--- src/hdl/balg_pkg.sv ---
// Shared types and constants of the luma-to-glyph unit.
`default_nettype none
package balg_pkg;
   localparam int MAX_SRC_W  = 256;
   localparam int MAX_SRC_H  = 256;
   localparam int MAX_CELLS  = 1024;
   localparam int MAX_GLYPHS = 16;
   localparam int SRC_X_BITS = 8;
   localparam int SRC_Y_BITS = 8;
   localparam int DIVIDEND_W = 26;
   localparam int DIVISOR_W  = 22;
   localparam logic [21:0] LUMA_FULL = 22'd2550000;
   localparam logic OPER_WRITE = 1'b0;
   localparam logic OPER_QUERY = 1'b1;

   typedef enum logic [3:0] {
      ST_IDLE, ST_DIV_LAUNCH, ST_DIV_WAIT, ST_REGION, ST_SUM_START,
      ST_SUM, ST_SUM_DRAIN, ST_LUMA, ST_SCALE, ST_INDEX, ST_OUTPUT
   } state_type;

   typedef enum logic [2:0] {
      OP_X0, OP_X1, OP_Y0, OP_Y1, OP_R, OP_G, OP_B
   } div_op_type;

   typedef enum logic [2:0] {
      CSR_SRC_W, CSR_SRC_H, CSR_CELLS_X, CSR_CELLS_Y,
      CSR_INVERT, CSR_GLYPH_CNT, CSR_GLYPHS_LO, CSR_GLYPHS_HI
   } csr_index_type;
endpackage
`default_nettype wire

--- src/hdl/balg_divider.sv ---
// Restoring divider that produces one quotient bit per cycle.
`default_nettype none
module balg_divider (
   input  wire logic                             clock,
   input  wire logic                             reset,
   input  wire logic                             start,
   input  wire logic [balg_pkg::DIVIDEND_W-1:0] dividend,
   input  wire logic [balg_pkg::DIVISOR_W-1:0]  divisor,
   output logic                                  done,
   output logic [balg_pkg::DIVIDEND_W-1:0]       quotient
);
   import balg_pkg::*;

   localparam int CNT_W = $clog2(DIVIDEND_W);

   logic                  busy_ff;
   logic                  done_ff;
   logic [CNT_W-1:0]      count_ff;
   logic [DIVISOR_W-1:0]  divisor_ff;
   logic [DIVISOR_W-1:0]  rem_ff;
   logic [DIVIDEND_W-1:0] quo_ff;
   logic [DIVISOR_W:0]    shifted;
   logic                  fits;
   logic [DIVISOR_W:0]    diff;

   assign shifted = {rem_ff, quo_ff[DIVIDEND_W-1]};
   assign fits    = shifted >= {1'b0, divisor_ff};
   assign diff    = shifted - {1'b0, divisor_ff};

   always_ff @(posedge clock) begin
      if (reset) begin
         busy_ff  <= 1'b0;
         done_ff  <= 1'b0;
         count_ff <= '0;
      end else begin
         done_ff <= 1'b0;
         if (start) begin
            busy_ff  <= 1'b1;
            count_ff <= '0;
         end else if (busy_ff) begin
            count_ff <= count_ff + 1'b1;
            if (count_ff == CNT_W'(DIVIDEND_W - 1)) begin
               busy_ff <= 1'b0;
               done_ff <= 1'b1;
            end
         end
      end
   end

   always_ff @(posedge clock) begin
      if (start) begin
         divisor_ff <= divisor;
         rem_ff     <= '0;
         quo_ff     <= dividend;
      end else if (busy_ff) begin
         rem_ff <= fits ? diff[DIVISOR_W-1:0] : shifted[DIVISOR_W-1:0];
         quo_ff <= {quo_ff[DIVIDEND_W-2:0], fits};
      end
   end

   assign done     = done_ff;
   assign quotient = quo_ff;
endmodule
`default_nettype wire

--- config.mk ---
export PLATFORM = sky130hd
export DESIGN_NAME = balg_divider
export DESIGN_NICKNAME = d
export VERILOG_FILES = /design/src/hdl/balg_pkg.sv /design/src/hdl/balg_divider.sv
export SDC_FILE = /design/constraint.sdc
export NUM_CORES = 1
export LEC_CHECK = 0
export ABC_AREA = 1
export BUFFER_PORTS_ARGS = -buffer_cell sky130_fd_sc_hd__buf_2
export CELL_PAD_IN_SITES_DETAIL_PLACEMENT = 0
export CELL_PAD_IN_SITES_GLOBAL_PLACEMENT = 1
export CORE_UTILIZATION = 30
export DETAILED_ROUTE_END_ITERATION = 10
export PLACE_DENSITY_LB_ADDON = 0.1
export SETUP_SLACK_MARGIN = 0.5
export SLEW_MARGIN = 20
export SYNTH_ARGS = -nofsm -noshare
export SYNTH_HDL_FRONTEND = slang
export SYNTH_SLANG_ARGS = --single-unit
--- constraint.sdc ---
create_clock -name clock -period 5.08 [get_ports clock]
set_input_delay 1.016 -clock clock [delete_from_list [all_inputs] [get_ports clock]]
set_output_delay 1.016 -clock clock [all_outputs]
set_load 0.005 [all_outputs]
After elaboration in Yosys (flattened, before gate mapping)
Cells that the tools add are included.
{ "op_classes": {"n_addsub": 2, "n_lt_le_gt_ge": 1, "eq_ne": 1, "n_mux": 7, "bitwise_logic": 1, "reduce_logical": 3} }
{ "op_table": {"columns": ["cell", "count"], "rows": [
  ["$mux W26", 2],
  ["$ge A23 B22 Y1", 1],
  ["$mux W22", 1],
  ["$sub A22 B22 Y22", 1],
  ["$add A5 B1 Y5 const B", 1],
  ["$eq A5 B5 Y1 const B", 1],
  ["$mux W1", 4],
  ["$reduce_or A3 Y1", 1],
  ["$reduce_bool A2 Y1", 1],
  ["$reduce_or A2 Y1", 1],
  ["$not A1 Y1", 1]
]} }
{ "word_totals": {"regBits": 77, "out_inout_bits": 27} }

Longest topological paths before layout
Gate-level depths: netlist of run 1.
{ "logic_depth": {"depth_word": 4, "mapped_depth": 17} }

Worst setup path before layout of run 1
No wires, ideal clock.
{ "synth_path": {"path_kind": "input port to flip-flop", "startpoint": "input port start", "endpoint": "register quo_ff[0] (netlist: quotient[0]) (enable)", "arrival_time_ns": 1.947, "t_required_ns": 4.706, "path_slack_ns": 2.758, "cell_stages": 4, "cell_sequence": "clkbuf_1 nor2_1 inv_1 buf_2"} }
{ "synth_between": {"elab_chain_len": 1} }
{ "synth_rtl": {"columns": ["element", "line_no", "source"], "rows": [
  ["from (decl)", "balg_divider.sv:6", "input wire logic start,"],
  ["$reduce_bool A2 Y1 (no line)", null, null],
  ["to (signal assigned)", "balg_divider.sv:54", "quo_ff <= dividend;"],
  ["to (signal assigned)", "balg_divider.sv:57", "quo_ff <= {quo_ff[DIVIDEND_W-2:0], fits};"],
  ["to (decl)", "balg_divider.sv:21", "logic [DIVIDEND_W-1:0] quo_ff;"]
]} }
Every way passes these cells.
A chain may end at the register's enable or synchronous reset.

Worst setup path in the final report of run 1
{ "layout_path": {"startpoint": "input port start", "endpoint": "register quo_ff[25] (netlist: quotient[25]) (enable)"} }
Same word-level chain as after synthesis.

==> results of run 1 <==
[synth_stat cells, drive strengths merged]
cell type and count:
a211oi 1, a21boi 1, a21oi 18, a31oi 2, buf 11, clkbuf 6, clkinv 2, dfxtp 29
edfxtp 48, fa 1, ha 24, inv 112, nand2 261, nand3 59, nand3b 13, nand4 6
nor2 42, nor3 4, nor3b 1, nor4 2, o211ai 1, o21a 1, o21ai 12, o21bai 2
xnor2 8
[path summary, 6_finish.rpt]
path                                              start                      end  slack [ns]  depth (start not counted)
worst max-delay path                              start   quotient[25]$_DFFE_PP_        2.55                          5
worst min register to register  rem_ff[14]$_SDFFE_PP0P_  rem_ff[14]$_SDFFE_PP0P_        0.47                          2
worst min-delay path            rem_ff[14]$_SDFFE_PP0P_  rem_ff[14]$_SDFFE_PP0P_        0.47                          2
worst max register to register  divisor_ff[5]$_DFFE_PP_   rem_ff[7]$_SDFFE_PP0P_        2.69                         12
[worst register-to-register path, delay by kind of cell, from the launching register on]
family | cells | cell delay (ns)
simple gates | 7 | 1.23
fa+ha+maj | 1 | 0.35
flops | 1 | 0.33
compound gates | 2 | 0.23
buf+inv | 2 | 0.12
[cells by family (layout without fill, tap and decap cells)]
logic type,after synthesis,count (layout),synth area share
simple gates,388,388,0.3489
buf+inv,131,212,0.1124
flops,77,77,0.4128
compound gates,38,38,0.04623
fa+ha+maj,25,25,0.06539
xor+xnor,8,8,0.01430
[per-layer routing]
metal  GRT usage  wire length [µm]  up-vias
met5           0                 0        -
met3     0.04879               654       10
met2      0.2875              6074       80
met4     0.04241               147        0
met1      0.2159              6284     1888
li1            -                 -     2243
[final cells by class]
type | count | area [µm²]
multi-input cells | 459 | 2326
clock buffers | 10 | 229.0
repair buffers | 82 | 422.9
flip-flops and latches | 77 | 2022
well taps | 216 | 270.3
inverters | 114 | 427.9
fillers | 1795 | 10120
clock inverters | 6 | 71.32
[layout by cell type (no fill, tap or decap), types with 4 or more instances in the layout]
cell type,count
o21ai_1,11
a21oi_1,15
edfxtp_1,48
buf_2,77
nand4_1,5
nor2_2,5
dfxtp_1,29
ha_1,24
nand3_1,56
clkbuf_16,9
nor3_1,4
nand2_2,13
nand3b_1,12
nand2_1,248
inv_2,5
nor2_1,34
xnor2_1,8
buf_4,5
inv_1,107
[stage by stage]
stage / area [µm²] / total power [mW] / hold WS, ns
detailed placement: 5469 / 0.9432 / 0.4600
CTS: 5769 / 1.628 / 0.4717
global route: 5769 / 1.679 / 0.4819
finish: 5769 / 1.597 / 0.4691
floorplan: 4898 / 0.8614 / 0.4428
global placement: 5469 / 0.9432 / 0.4620
[flip-flops by register name (all words and copies together) (netlist names)]
| signal | flops |
|---|---|
| done | 1 |
| count_ff | 5 |
| busy_ff | 1 |
| divisor_ff | 22 |
| rem_ff | 22 |
| quotient | 26 |
[where the power goes]
part,switching (mW),internal [mW]
clock network,0.285,0.386
registers,0.0183,0.709
logic,0.123,0.0759
==> impl_metrics.tcl, run 1 <==
set metrics [dict create \
    status "finished clean" \
    max_stage_delay_ns 0.59 \
    min_period_ns 2.529 \
    netlist_top_cells_area "edfxtp_1 29%, nand2_1 19%, dfxtp_1 12%" \
    cts.sinks 77 \
    cp_top_family "buffers and inverters" \
    synthCells 667 \
    grt_max_degree 39 \
    worst-setup-path-type "in -> reg" \
    setup_violations 0 \
    ios 78 \
    dpl.cell_count 948 \
    gr-usage-all-layers 0.1712 \
    antenna_found_initial 0 \
    place_congestion 0.8047 \
    avgViaCountPerCell 4.379 \
    cts-htree-levels 3 \
    clk_latency_ns 0.35 \
    max_freq_mhz 395.4 \
    fp.dieW_um 129.8 \
    cts_made_buffers 9 \
    seq_area_frac_synth 0.4128 \
    vdd.ir_drop.worst_mv 0.1588 \
    cpMostUsedCell "buf_4" \
    fin_ws_ns 2.551 \
    tritoncts "done" \
    dpl.hpwl_um 9596 \
    grt_pass1_wl_um 21900 \
    nets 819 \
    grt-ovfl-total 0 \
    yosysTopAreaCell "edfxtp_1" \
    synthesis.area_um2 4898 \
    row_count 46 \
    tightestPinTransition_ns 0.7927 \
    area_delta_synth_final_pct 17.78 \
    start_util 0.3084 \
    io_buffers 77 \
    drv_cap 0 \
    critical_path.endpoint_type "register" \
    die_area_um2 16840 \
    clk_pin_slew_ns 0.06 \
    fin_cells 964 \
    fp.coreArea_um2 15890 \
    synth_top_area_share 0.2943 \
    dieHeight_um 129.8 \
    cp_max_fo 38 \
    required_ns 5.06 \
    period_share 0.4978 \
    fin_util 0.3632 \
    avgSynthCellArea_um2 7.344 \
    max-slew-margin-rel 0.4715 \
    ys_types 37 \
    startpoint_type "input port" \
    rsz0062_at_grt "false" \
    cts_setup_buffers 0 \
    first_pass_iters 4 \
    ys_ff_latch 77 \
    via_count 4221 \
    hold_buffers 0 \
    syn_nets 743 \
    finClkSkew_ns 0.009947 \
    drive_gt1_frac 0.1778 \
    n_antenna_cell 0 \
    ant_nets 0 \
    tns_ns 0 \
    cts_buffer_depth 2 \
    hold_class "reg -> reg" \
    drt-total-wl_um 13160 \
    p_leak_nw 2.923 \
    arrival_ns 2.51 \
    wire_per_inst_um 13.65 \
    yosys_warnings 0 \
    dp_slack_ns 2.129 \
    slowest_stage "buf_2" \
    finalHoldViolCount 0 \
    drt_iter0_markers 159 \
    cts_resized 0 \
    first_global_vias 4359 \
    crit_path_cell_trace "buf_2 -> nor2_1 -> buf_4 -> inv_1 -> buf_4" \
    cts_root_buffer "clkbuf_16" \
    cp_num_buf_inv 4 \
    drv_slew 0 \
    route.detailed.drc 0 \
    p_per_area_nw_per_um2 276.8 \
]
No activity file was read; power rests on OpenSTA's default activity.
==> run 2, diff against run 1 <==
--- a/config.mk
+++ b/config.mk
@@ -5,7 +5,7 @@
 export SDC_FILE = /design/constraint.sdc
 export NUM_CORES = 1
 export LEC_CHECK = 0
-export ABC_AREA = 1
+export ABC_AREA = 0
 export BUFFER_PORTS_ARGS = -buffer_cell sky130_fd_sc_hd__buf_2
 export CELL_PAD_IN_SITES_DETAIL_PLACEMENT = 0
 export CELL_PAD_IN_SITES_GLOBAL_PLACEMENT = 1
==> constraint.sdc (replaced) <==
create_clock -name clock -period 2.3 [get_ports clock]
set_input_delay 0.46 -clock clock [delete_from_list [all_inputs] [get_ports clock]]
set_output_delay 0.46 -clock clock [all_outputs]
set_load 0.005 [all_outputs]
==> impl_metrics.tcl, run 2 <==
set metrics [dict create \
    yosys_warnings 0 \
    tightestPinTransition_ns 0.6655 \
    drt-total-wl_um 11080 \
    grt_pass1_wl_um 17970 \
    period_share 1.056 \
    r2r_start "divisor_ff[0]$_DFFE_PP_" \
    finalHoldViolCount 0 \
    seq_area_frac_synth 0.4684 \
    yosysMostFrequentCell "edfxtp_1" \
    place_congestion 0.7564 \
    startpoint_type "register" \
    violations "negative setup slack" \
    row_count 43 \
    netlist_top_cells_area "edfxtp_1 33%, dfxtp_1 13%, ha_1 7.0%" \
    postSynth.topFlopCell "edfxtp_1" \
    first_pass_iters 4 \
    setup_violations 9 \
    max_freq_mhz 411.6 \
    synthesis.area_um2 4317 \
    ys_ff_latch 77 \
    cts.sinks 77 \
    finalPower_mw 4.304 \
    start_util 0.3098 \
    drt_iter0_markers 98 \
    ant_nets 0 \
    syn_nets 465 \
    cp_max_fo 4 \
    p_leak_nw 2.503 \
    hold_buffers 0 \
    cts_root_buffer "clkbuf_16" \
    first_global_vias 3639 \
    area_delta_synth_final_pct 44.03 \
    hold_ws_ns 0.2678 \
    grt-ovfl-total 0 \
    fp.coreArea_um2 13930 \
    synth_top_area_share 0.3339 \
    clk_latency_ns 0.35 \
    fill_cells 1342 \
    die_area_um2 14870 \
    drive_gt1_frac 0.5168 \
    antenna_found_initial 0 \
    layout_commonest_cell "buf_2" \
    dpl.hpwl_um 8055 \
    hold_class "in -> reg" \
    synthCells 389 \
    nets 607 \
    p_per_area_nw_per_um2 692.3 \
    ios 78 \
    worst-setup-path-type "reg -> reg" \
    min_period_ns 2.430 \
    tritoncts "done" \
    via_count 3450 \
    avgViaCountPerCell 4.818 \
    required_ns 2.59 \
    synth_edf_count 48 \
    top_usage_layer "met2" \
    status "finished with violations" \
    route.detailed.drc 0 \
    grt_max_degree 50 \
    max-slew-margin-rel 0.5547 \
    crit_start "divisor_ff[0]$_DFFE_PP_" \
    finClkSkew_ns 0.007280 \
    fin_cells 716 \
    ys_types 66 \
    vdd.ir_drop.worst_mv 0.3979 \
    cts-htree-levels 3 \
    yosysTopAreaCell "edfxtp_1" \
    cts_made_buffers 9 \
    critical_path.endpoint_type "register" \
    avgSynthCellArea_um2 11.10 \
    met1_usage 0.1887 \
    final_cell_mix "77 x buf_2, 60 x buf_4, 48 x edfxtp_1, 30 x nor2_1, 29 x dfxtp_1" \
    clk_pin_slew_ns 0.07 \
    wire_per_inst_um 15.47 \
    io_buffers 77 \
    drv_cap 0 \
    cts_buffer_depth 2 \
    hp-start "reset" \
    dieHeight_um 122.0 \
    rsz0062_at_grt "true" \
    fin_ws_ns -0.1297 \
    dpl.cell_count 690 \
    drv_slew 0 \
    gr-usage-all-layers 0.1614 \
    synthTopCellsByCount "48 x edfxtp_1, 31 x inv_1, 31 x nor2_1" \
    fp.dieW_um 122.0 \
    grtUsageMet2 0.2779 \
    largest_register_ffs 26 \
    async_flop_share 0 \
    arrival_ns 2.72 \
    n_antenna_cell 0 \
    grt_use_met3 0.04728 \
]
run 2: worst paths after layout:
| path | end | depth (start not counted) | slack [ns] |
|---|---|---|---|
| max | rem_ff[20]$_SDFFE_PP0P_ | 10 | -0.13 |
| min | busy_ff$_SDFF_PP0_ | 2 | 0.27 |
| max reg2reg | rem_ff[20]$_SDFFE_PP0P_ | 10 | -0.13 |
| min reg2reg | rem_ff[2]$_SDFFE_PP0P_ | 2 | 0.50 |
run 2: timing repair:
item | 4_1_cts | 5_1_grt
pin swaps | 26 | 9
buffers inserted | 10 | 0
resized for setup | 54 | 31
setup endpoints to repair | 23 | 23
run 2: critical path, cell delays in order (launching register included):
cell and delay (ns):
edfxtp_1 0.42, ha_4 0.18, inv_2 0.05, fa_2 0.21, a211oi_2 0.08, o21ai_2 0.21, o2111ai_4 0.16, a311oi_4 0.35
a311oi_2 0.18, or4_1 0.43, nand3_1 0.09
run 2: area by class of cell:
cell class	instances	area, µm²	share of cell area
well taps	180	225.2	0.03622
inverters	31	116.4	0.01872
flip-flops and latches	77	2022	0.3252
multi-input cells	266	2594	0.4172
clock inverters	7	80.08	0.01288
repair buffers	146	954.7	0.1536
clock buffers	9	225.2	0.03622
run 2: cell families after synthesis:
logic type	after synthesis	share of synthesized area
compound gates	95	0.1629
fa+ha+maj	25	0.07420
xor+xnor	16	0.03247
mux	40	0.1006
buf+inv	46	0.05623
flops	77	0.4684
simple gates	90	0.1052
run 2: layer usage:
layer  wire (µm)  vias up
met1        4992     1658
li1            -     1733
met2        5580       50
met3         372        9
met5           0        -
met4         130        0
run 2: stage by stage:
stage	utilization	area, µm²	worst slack [ns]	TNS, ns
2_1_floorplan	-	4486	-0.01748	-0.01748
3_3_place_gp	0.3891	5421	-0.1087	-0.8769
3_5_place_dp	0.3891	5421	-0.1876	-2.221
4_1_cts	0.4345	6055	-0.1453	-0.7308
5_1_grt	0.4462	6217	-0.2732	-2.949
6_report	0.4462	6217	-0.1297	-0.4891
run 2: report_power, final:
group	switching [mW]	leakage (nW)	total [mW]	internal, mW
logic	0.549	1.64	1.14	0.593
registers	0.0693	0.715	1.67	1.60
clock network	0.637	0.151	1.50	0.860
total	1.26	2.50	4.30	3.05
==> run 3, diff against run 2 <==
--- a/config.mk
+++ b/config.mk
@@ -6,13 +6,14 @@
 export NUM_CORES = 1
 export LEC_CHECK = 0
 export ABC_AREA = 0
-export BUFFER_PORTS_ARGS = -buffer_cell sky130_fd_sc_hd__buf_2
+export BUFFER_PORTS_ARGS = -buffer_cell sky130_fd_sc_hd__buf_4
 export CELL_PAD_IN_SITES_DETAIL_PLACEMENT = 0
 export CELL_PAD_IN_SITES_GLOBAL_PLACEMENT = 1
 export CORE_UTILIZATION = 30
 export DETAILED_ROUTE_END_ITERATION = 10
 export PLACE_DENSITY_LB_ADDON = 0.1
 export SETUP_SLACK_MARGIN = 0.5
+export SKIP_CTS_REPAIR_TIMING = 1
 export SLEW_MARGIN = 20
 export SYNTH_ARGS = -nofsm -noshare
 export SYNTH_HDL_FRONTEND = slang
==> impl_metrics.tcl, run 3 (synthesis results as in run 2) <==
set metrics [dict create \
    grt_max_degree 43 \
    drt_iter0_markers 139 \
    gr-usage-all-layers 0.1580 \
    rrSetupSlack_ns -0.1 \
    start_util 0.3098 \
    route.detailed.drc 0 \
    max_freq_mhz 416.8 \
    required_ns 2.59 \
    first_pass_iters 4 \
    cts-htree-levels 3 \
    tritoncts "done" \
    r2r_start "divisor_ff[0]$_DFFE_PP_" \
    hold_path_depth 2 \
    drv_cap 0 \
    hold_class "in -> reg" \
    worst-setup-path-type "reg -> reg" \
    io_buffers 77 \
    dp_slack_ns -0.1653 \
    via_count 3491 \
    fin_ws_ns -0.09936 \
    grt-ovfl-total 0 \
    ant_nets 0 \
    setup_violations 9 \
    fp.coreArea_um2 13930 \
    critical_path.endpoint_type "register" \
    min_period_ns 2.399 \
    largest_register_ffs 26 \
    cts_root_buffer "clkbuf_16" \
    arrival_ns 2.69 \
    drive_gt1_frac 0.5139 \
    p_per_area_nw_per_um2 681.3 \
    fin_util 0.4631 \
    ios 78 \
    timing.rr.end "rem_ff[20]$_SDFFE_PP0P_" \
    cp_max_fo 4 \
    antenna_found_initial 0 \
    hp-start "reset" \
    finalHoldViolCount 0 \
    finClkSkew_ns 0.008243 \
    tightestPinTransition_ns 0.5623 \
    layout_commonest_cell "buf_4" \
    p_leak_nw 2.596 \
    drt-total-wl_um 11140 \
    avgViaCountPerCell 4.842 \
    nets 612 \
    cts_made_buffers 9 \
    die_area_um2 14870 \
    cts.sinks 77 \
    vdd.ir_drop.worst_mv 0.5215 \
    n_antenna_cell 0 \
    rr_worst_depth 10 \
    cts_buffer_depth 2 \
    final_cell_mix "140 x buf_4, 48 x edfxtp_1, 30 x nor2_1, 29 x dfxtp_1, 25 x mux2_2" \
    row_count 43 \
    drv_slew 0 \
    status "finished with violations" \
    period_share 1.043 \
    place_congestion 0.7854 \
    clk_pin_slew_ns 0.06 \
    max-slew-margin-rel 0.6212 \
    clk_latency_ns 0.35 \
    grt_pass1_wl_um 17530 \
    fp.dieW_um 122.0 \
    dieHeight_um 122.0 \
    dpl.hpwl_um 7887 \
    first_global_vias 3510 \
    area_delta_synth_final_pct 49.51 \
    rsz0062_at_grt "true" \
    min_to "busy_ff$_SDFF_PP0_" \
    wire_per_inst_um 15.45 \
    violations "negative setup slack" \
    startpoint_type "register" \
]
-- run 3: worst max-delay path by stage --
| stage | start | to | cells past startpoint |
|---|---|---|---|
| after global placement | divisor_ff[18]$_DFFE_PP_ | rem_ff[19]$_SDFFE_PP0P_ | 9 |
| final | divisor_ff[0]$_DFFE_PP_ | rem_ff[20]$_SDFFE_PP0P_ | 10 |
| after floorplan | quotient[25]$_DFFE_PP_ | rem_ff[20]$_SDFFE_PP0P_ | 11 |
| after global routing | quotient[25]$_DFFE_PP_ | rem_ff[16]$_SDFFE_PP0P_ | 11 |
| after detailed placement | quotient[25]$_DFFE_PP_ | rem_ff[20]$_SDFFE_PP0P_ | 11 |
| after CTS | quotient[25]$_DFFE_PP_ | rem_ff[20]$_SDFFE_PP0P_ | 11 |
-- run 3: layout make-up --
type,count,area [µm²]
Inverter,31,116.4
Tap cell,180,225.2
Sequential cell,77,2022
Clock inverter,6,88.84
Multi-Input combinational cell,266,2562
Timing Repair Buffer,151,1210
Clock buffer,10,229.0
Fill cell,1295,7481
-- run 3: critical path, cell delays in order (launching register included) --
cell,delay (ns)
edfxtp_1,0.42
ha_4,0.18
inv_2,0.05
fa_2,0.21
a211oi_2,0.07
o21ai_2,0.21
o2111ai_4,0.17
a311oi_4,0.36
a311oi_2,0.18
or4_1,0.42
nand3_1,0.08
-- run 3: layer usage --
| layer | track usage | share of wire | vias up |
|---|---|---|---|
| met1 | 0.1883 | 0.45 | 1682 |
| met3 | 0.05103 | 0.037 | 10 |
| li1 | - | - | 1747 |
| met2 | 0.2705 | 0.50 | 52 |
| met5 | 0 | 0 | - |
| met4 | 0.04398 | 0.012 | 0 |
-- run 3: per-stage QoR --
stage	instance area, µm²	cells	total power [mW]	hold slack, ns	TNS [ns]
floorplan	4486	389	2.275	0.4615	-0.01748
global placement	5619	689	2.693	0.4904	-0.9661
detailed placement	5619	689	2.696	0.5035	-1.287
CTS	5937	705	4.269	0.2565	-1.920
global route	6454	721	4.633	0.2537	-2.304
finish	6454	721	4.397	0.2717	-0.5071
-- run 3: power by group --
group | internal (mW) | switching [mW] | total [mW]
clock | 0.950 | 0.591 | 1.54
sequential | 1.60 | 0.0705 | 1.67
combinational | 0.652 | 0.536 | 1.19
